`config.mk`:
```
export PLATFORM = sky130hd
export DESIGN_NAME = lgr_ram
export DESIGN_NICKNAME = d
export VERILOG_FILES = /design/src/sv/lgr_ram.sv
export SDC_FILE = /design/constraint.sdc
export NUM_CORES = 1
export LEC_CHECK = 0
export ABC_AREA = 1
export BUFFER_PORTS_ARGS = -buffer_cell sky130_fd_sc_hd__buf_2
export CORE_UTILIZATION = 63
export CTS_CLUSTER_SIZE = 10
export DETAILED_ROUTE_END_ITERATION = 12
export GPL_ROUTABILITY_DRIVEN = 0
export PLACE_DENSITY = 0.75
export SETUP_SLACK_MARGIN = 0.3
export SLEW_MARGIN = 20
export SYNTH_ARGS = -nofsm -noshare
export SYNTH_HDL_FRONTEND = slang
export SYNTH_SLANG_ARGS = --single-unit
```
`constraint.sdc`:
```
create_clock -name i_clk -period 2.8 [get_ports i_clk]
set_clock_uncertainty 0.05 [all_clocks]
set_input_delay 0.14 -clock i_clk [delete_from_list [all_inputs] [get_ports i_clk]]
set_output_delay 0.14 -clock i_clk [all_outputs]
set_load 0.03 [all_outputs]
```
`src/sv/lgr_ram.sv`:
```
// Generic single-port RAM with registered read.
module lgr_ram #(
    parameter int Width = 8,
    parameter int Depth = 64
) (
    input  logic                     i_clk,
    input  logic                     i_we,
    input  logic [$clog2(Depth)-1:0] i_addr,
    input  logic [Width-1:0]         i_wdata,
    output logic [Width-1:0]         o_rdata
);
    logic [Width-1:0] r_mem [Depth];
    logic [Width-1:0] r_rdata;

    always_ff @(posedge i_clk) begin
        if (i_we) begin
            r_mem[i_addr] <= i_wdata;
        end
        r_rdata <= r_mem[i_addr];
    end

    assign o_rdata = r_rdata;
endmodule

```
Word-level counts from Yosys, hierarchy flattened

Memories as Yosys holds them, arrays and structs flattened. A register that Yosys moved wholly into a read port is not among the register bits.
Index checks and enable logic that the tools add are counted.

Flip-flop bits (word level): 0
Bits in latches: 0
Memory bits (writable): 512
Bits in read-only memories: 0
Input port bits: 16
Word-level logic and storage cells: 3
Memories kept: 1

Memory list:

| memory | depth | width | read ports | clocked after Yosys merged registers in | wr ports | RTL line | source |
|---|---|---|---|---|---|---|---|
| r_mem  | 64    | 8     | 1          | 1                                       | 1        | 12       | `logic [Width-1:0] r_mem [Depth];` |

Add/subtract/negate cells: 0
Multiply operators: 0
Divide/modulo/power cells: 0
Order comparisons: 0
Equality and inequality tests: 0
Shifts and indexed selects: 0
Muxes and demuxes: 2
Bitwise logic cells: 0
Reduce and logical (&&, ||, !) cells: 0

Operators with widths:

| kind   | count |
|---|---|
| $mux 1 | 2 |

Logic depth before layout (Yosys ltp)

Depth in word-level cells: 2
Depth in mapped cells: 13
Depth with buffers taken out: 11

Least setup slack after synthesis

Ideal clock, no wire load.

Path kind: in2reg
From: input port i_addr[3]
To: memory r_mem[41][0], enable pin
Arrival: 1.714 ns
Setup slack: 0.641 ns
Cell stages on the path: 5
Cells stage by stage: buf_2 > inv_2 > nor3_2 > inv_2 > nor4_1

RTL lines:

| item               | RTL line | source |
|---|---|---|
| start: declaration | 8        | `input logic [$clog2(Depth)-1:0] i_addr,` |
| end: declaration   | 12       |  |

Straight into the memory's write port.

Worst setup path after layout

From: input port i_addr[1]
To: memory r_mem[51][3], enable pin

Straight into the memory's write port.

==> results list <==
- The initial utilization of the core area, before any placement, comes to 0.6398.
* Syn_area_per_cell: 10.17 um^2
* DR vias: 15,370
* Root Driver: clkbuf_16
- Of the total power, the clock network draws 0.414.
- Leaving out filler cells and counting taps, the final layout contains roughly 2,700.
- Most used standard cell by instance count after synthesis: nand2_1
- Worst-case clock buffer depth: 3
* Largest net degree at the start of global routing: 121
- The run finished with clean final reports.
- After global routing the overflow that remains totals 0.
- Internal Pwr Total: 12.89 mW
- Worst Hold Margin: about 7.4 ps
- Dividing total power by cell area gives a power density of 672.7 mW/mm^2.
- Worst slew pin tran: 936.1 ps
- Commonest cells in the synthesized netlist: nand2_1 (1,384), edfxtp_1 (512), nor2_1 (87)
* Core area: 0.03446 mm^2
- Class of the tightest hold or removal check: input port to flip-flop
- CTS clk-pin slew, worst paths: around 60 ps
* Worst Path Max Fanout: 25
- VDD sags by at most 517.7 uV.
* Max-slew headroom at the worst pin: 0.3736
- Startpoint type of the worst setup path: input port
- Setup violations remaining at the end of the flow were counted as 0.
- Row cnt: 68
- CTS sink cnt: 520
* Syn nets: 2,183
- TritonCTS clock tree: built
* Detail-routed net length per standard cell: 20.35 um
* Most area-consuming cells after synthesis: edfxtp_1 (70%), nand2_1 (24%), nor2_1 (1.5%)
* Total CTS buffers: 58
- FILL cells: 2,476
* Startpoint of the worst-slack reg-to-reg timing path: r_mem[39][6]$_DFFE_PP_
* R2R Setup Slk: 1280 ps
- Of the cells placed in the final design, the portion with a size suffix greater than 1 is 0.08698.
- Data on the critical path arrives at its endpoint at 1880 ps.
- Setup repair after global routing left no endpoint under its margin.
* Final hold violations: 0
- The first global-routing pass estimated 85.93 mm of wire.
* Antenna viol nets, final: 0
- Derived from the worst setup path, the maximum achievable clock frequency is between 500 and 600 MHz.
* Die boundary width: 189.1 um
- Number of pins exceeding their max-slew limit in the final report: 0
- Yosys printed 0 warnings.
* Synth cell types: 22
* Relative area change from synthesis to final layout: 11.79%
- Switching power share of the total: 0.2226
* Synthesized netlist cell count: 2,167
- Proportion of synthesized chip area in sequential cells: 0.7047
- The floorplan step defined a die boundary enclosing 0.03574 mm^2.
* Total power consumption of the routed design: 16.58 mW
- CP endpoint kind: flip-flop
- In this run the worst setup path terminates at r_mem[51][3]$_DFFE_PP_.
- The wire-length estimate of the detail-placed layout is 33.27 mm.
- Adding up every negative setup slack in the final design gives 0 ps.
- Yosys mapped a number of flops with a built-in enable equal to 512.
* Critical path data required time: 2970 ps
* Cells after DPL: 2,641
* Combinational Power Share: 0.064
* Seq cells post-synth: 520
- Crit Reg-Reg Endpoint: o_rdata[6]$_DFF_P_
* Port-buffer cells: 23
- Fraction of the cycle the final worst path needs: 0.6079
- Of the post-synthesis cell area, the dominant cell type holds 0.6974.
- Library cell with the largest summed area after synthesis: edfxtp_1
- For this run, the total global-route usage over all layers was measured as 0.3237.
- H-tree level count: 2
- IO Pins: 24
- Post-synthesis instance area: 0.02204 mm^2
- By startpoint and endpoint, the worst setup path is classified as input port to flip-flop.
* DR DRC count: 0
* Seq pwr share: 0.522
- First element of the critical path: i_addr[1]
- Clk Latency, worst-skew pair: 610 ps
- Post-CTS repair changed the size of 0 cells.
* Count of routing violations after the opening detailed-route iteration: 2,015
- In this run the static leakage power is 10.41 nW.
* Final period demand of the worst path: 1702 ps
- Total number of nets in the final design: 2,263
* DRT Pass-1 Iters: 5
- Reg2reg path depth: 7
- Synth async-reset ratio: 0
- Among all flip-flop cells after synthesis, the most frequent one is edfxtp_1.
- After detailed routing, the number of vias per cell comes to 5.602.
- Summed over all layers, the routed wires come to 55.84 mm.
- Vias in the first global route: 15,170
- The floorplan step set the die height to 189.1 um.
- Net switching power figure: 3.690 mW
* Antenna violations before repair: 1
* Max-capacitance violation count: 0
what timing repair did:
action	in CTS	in global routing
hold endpoints to repair	1	0
hold buffers	1	0
buffers inserted	0	0
cells by family (layout without fill, tap and decap cells):
family                 count (synthesis)  in the layout  share of synthesized area
AO/OA/AOI/OAI                         12             12                   0.003292
flip-flops                           520            520                     0.7047
buffers and inverters                131            252                    0.03156
AND/OR/NAND/NOR                     1504           1504                     0.2605
other                                  0              1                          0
per-stage QoR:
step	setup slack, ps	cell area (um^2)	util
after floorplan	641.4	22040	-
after global routing	989.9	24640	0.7151
final	1098	24640	0.7152
after detailed placement	378.3	22940	0.6658
after CTS	1003	24640	0.7150
after global placement	424.5	22940	0.6658
worst max-delay path, stage by stage:
cell and delay, ps:
buf_4 300, clkinv_2 160, nor2_2 260, nand3_1 210, nor2_1 770
layout make-up:
type                            count  area [um^2]  share of cell area
Clock inverter                      1        3.754           0.0001523
Sequential cell                   520        15530              0.6303
Antenna cell                        1        2.502           0.0001015
Multi-Input combinational cell   1516         5814              0.2359
Tap cell                          455        569.3             0.02310
Inverter                           30        118.9            0.004823
Timing Repair Buffer              121        918.4             0.03726
Clock buffer                      100         1683             0.06828
how the worst min path moves through the flow:
stage,cells past startpoint,start,endpoint
after floorplan,0,i_wdata[0],r_mem[0][0]$_DFFE_PP_
after global placement,1,o_rdata[7]$_DFF_P_,o_rdata[7]
after detailed placement,1,o_rdata[7]$_DFF_P_,o_rdata[7]
after CTS,1,i_wdata[5],r_mem[39][5]$_DFFE_PP_
after global routing,1,i_wdata[5],r_mem[39][5]$_DFFE_PP_
final,1,i_wdata[5],r_mem[39][5]$_DFFE_PP_
layer usage:
metal,up-vias,GRT usage,wire length (um)
li1,7163,-,-
met1,7305,0.4271,21390
met2,760,0.5288,26940
met3,144,0.05357,5026
met4,0,0.1542,2485
met5,-,0,0
power groups by stage:
stage	registers, mW	clock network [mW]	logic, mW
2_1_floorplan	8.83	0	0.588
3_5_place_dp	8.81	0	1.03
3_3_place_gp	8.81	0	1.01
5_1_grt	8.65	7.22	1.15
4_1_cts	8.65	6.91	1.04
6_report	8.65	6.87	1.05
state kept, by name, summed over array words and instances (netlist names):
name / cells
r_mem: 512
o_rdata: 8
cell usage in the layout, fill, tap and decap left out, drive strengths merged:
cell type,count
buf,119
clkbuf,101
clkinv,3
dfxtp,8
diode,1
dlygate4sd3,1
edfxtp,512
inv,28
nand2,1384
nand3,13
nand4,2
nor2,89
nor3,8
nor4,2
o211ai,5
o21ai,7
or2,6
No activity file was read; power rests on OpenSTA's default activity.
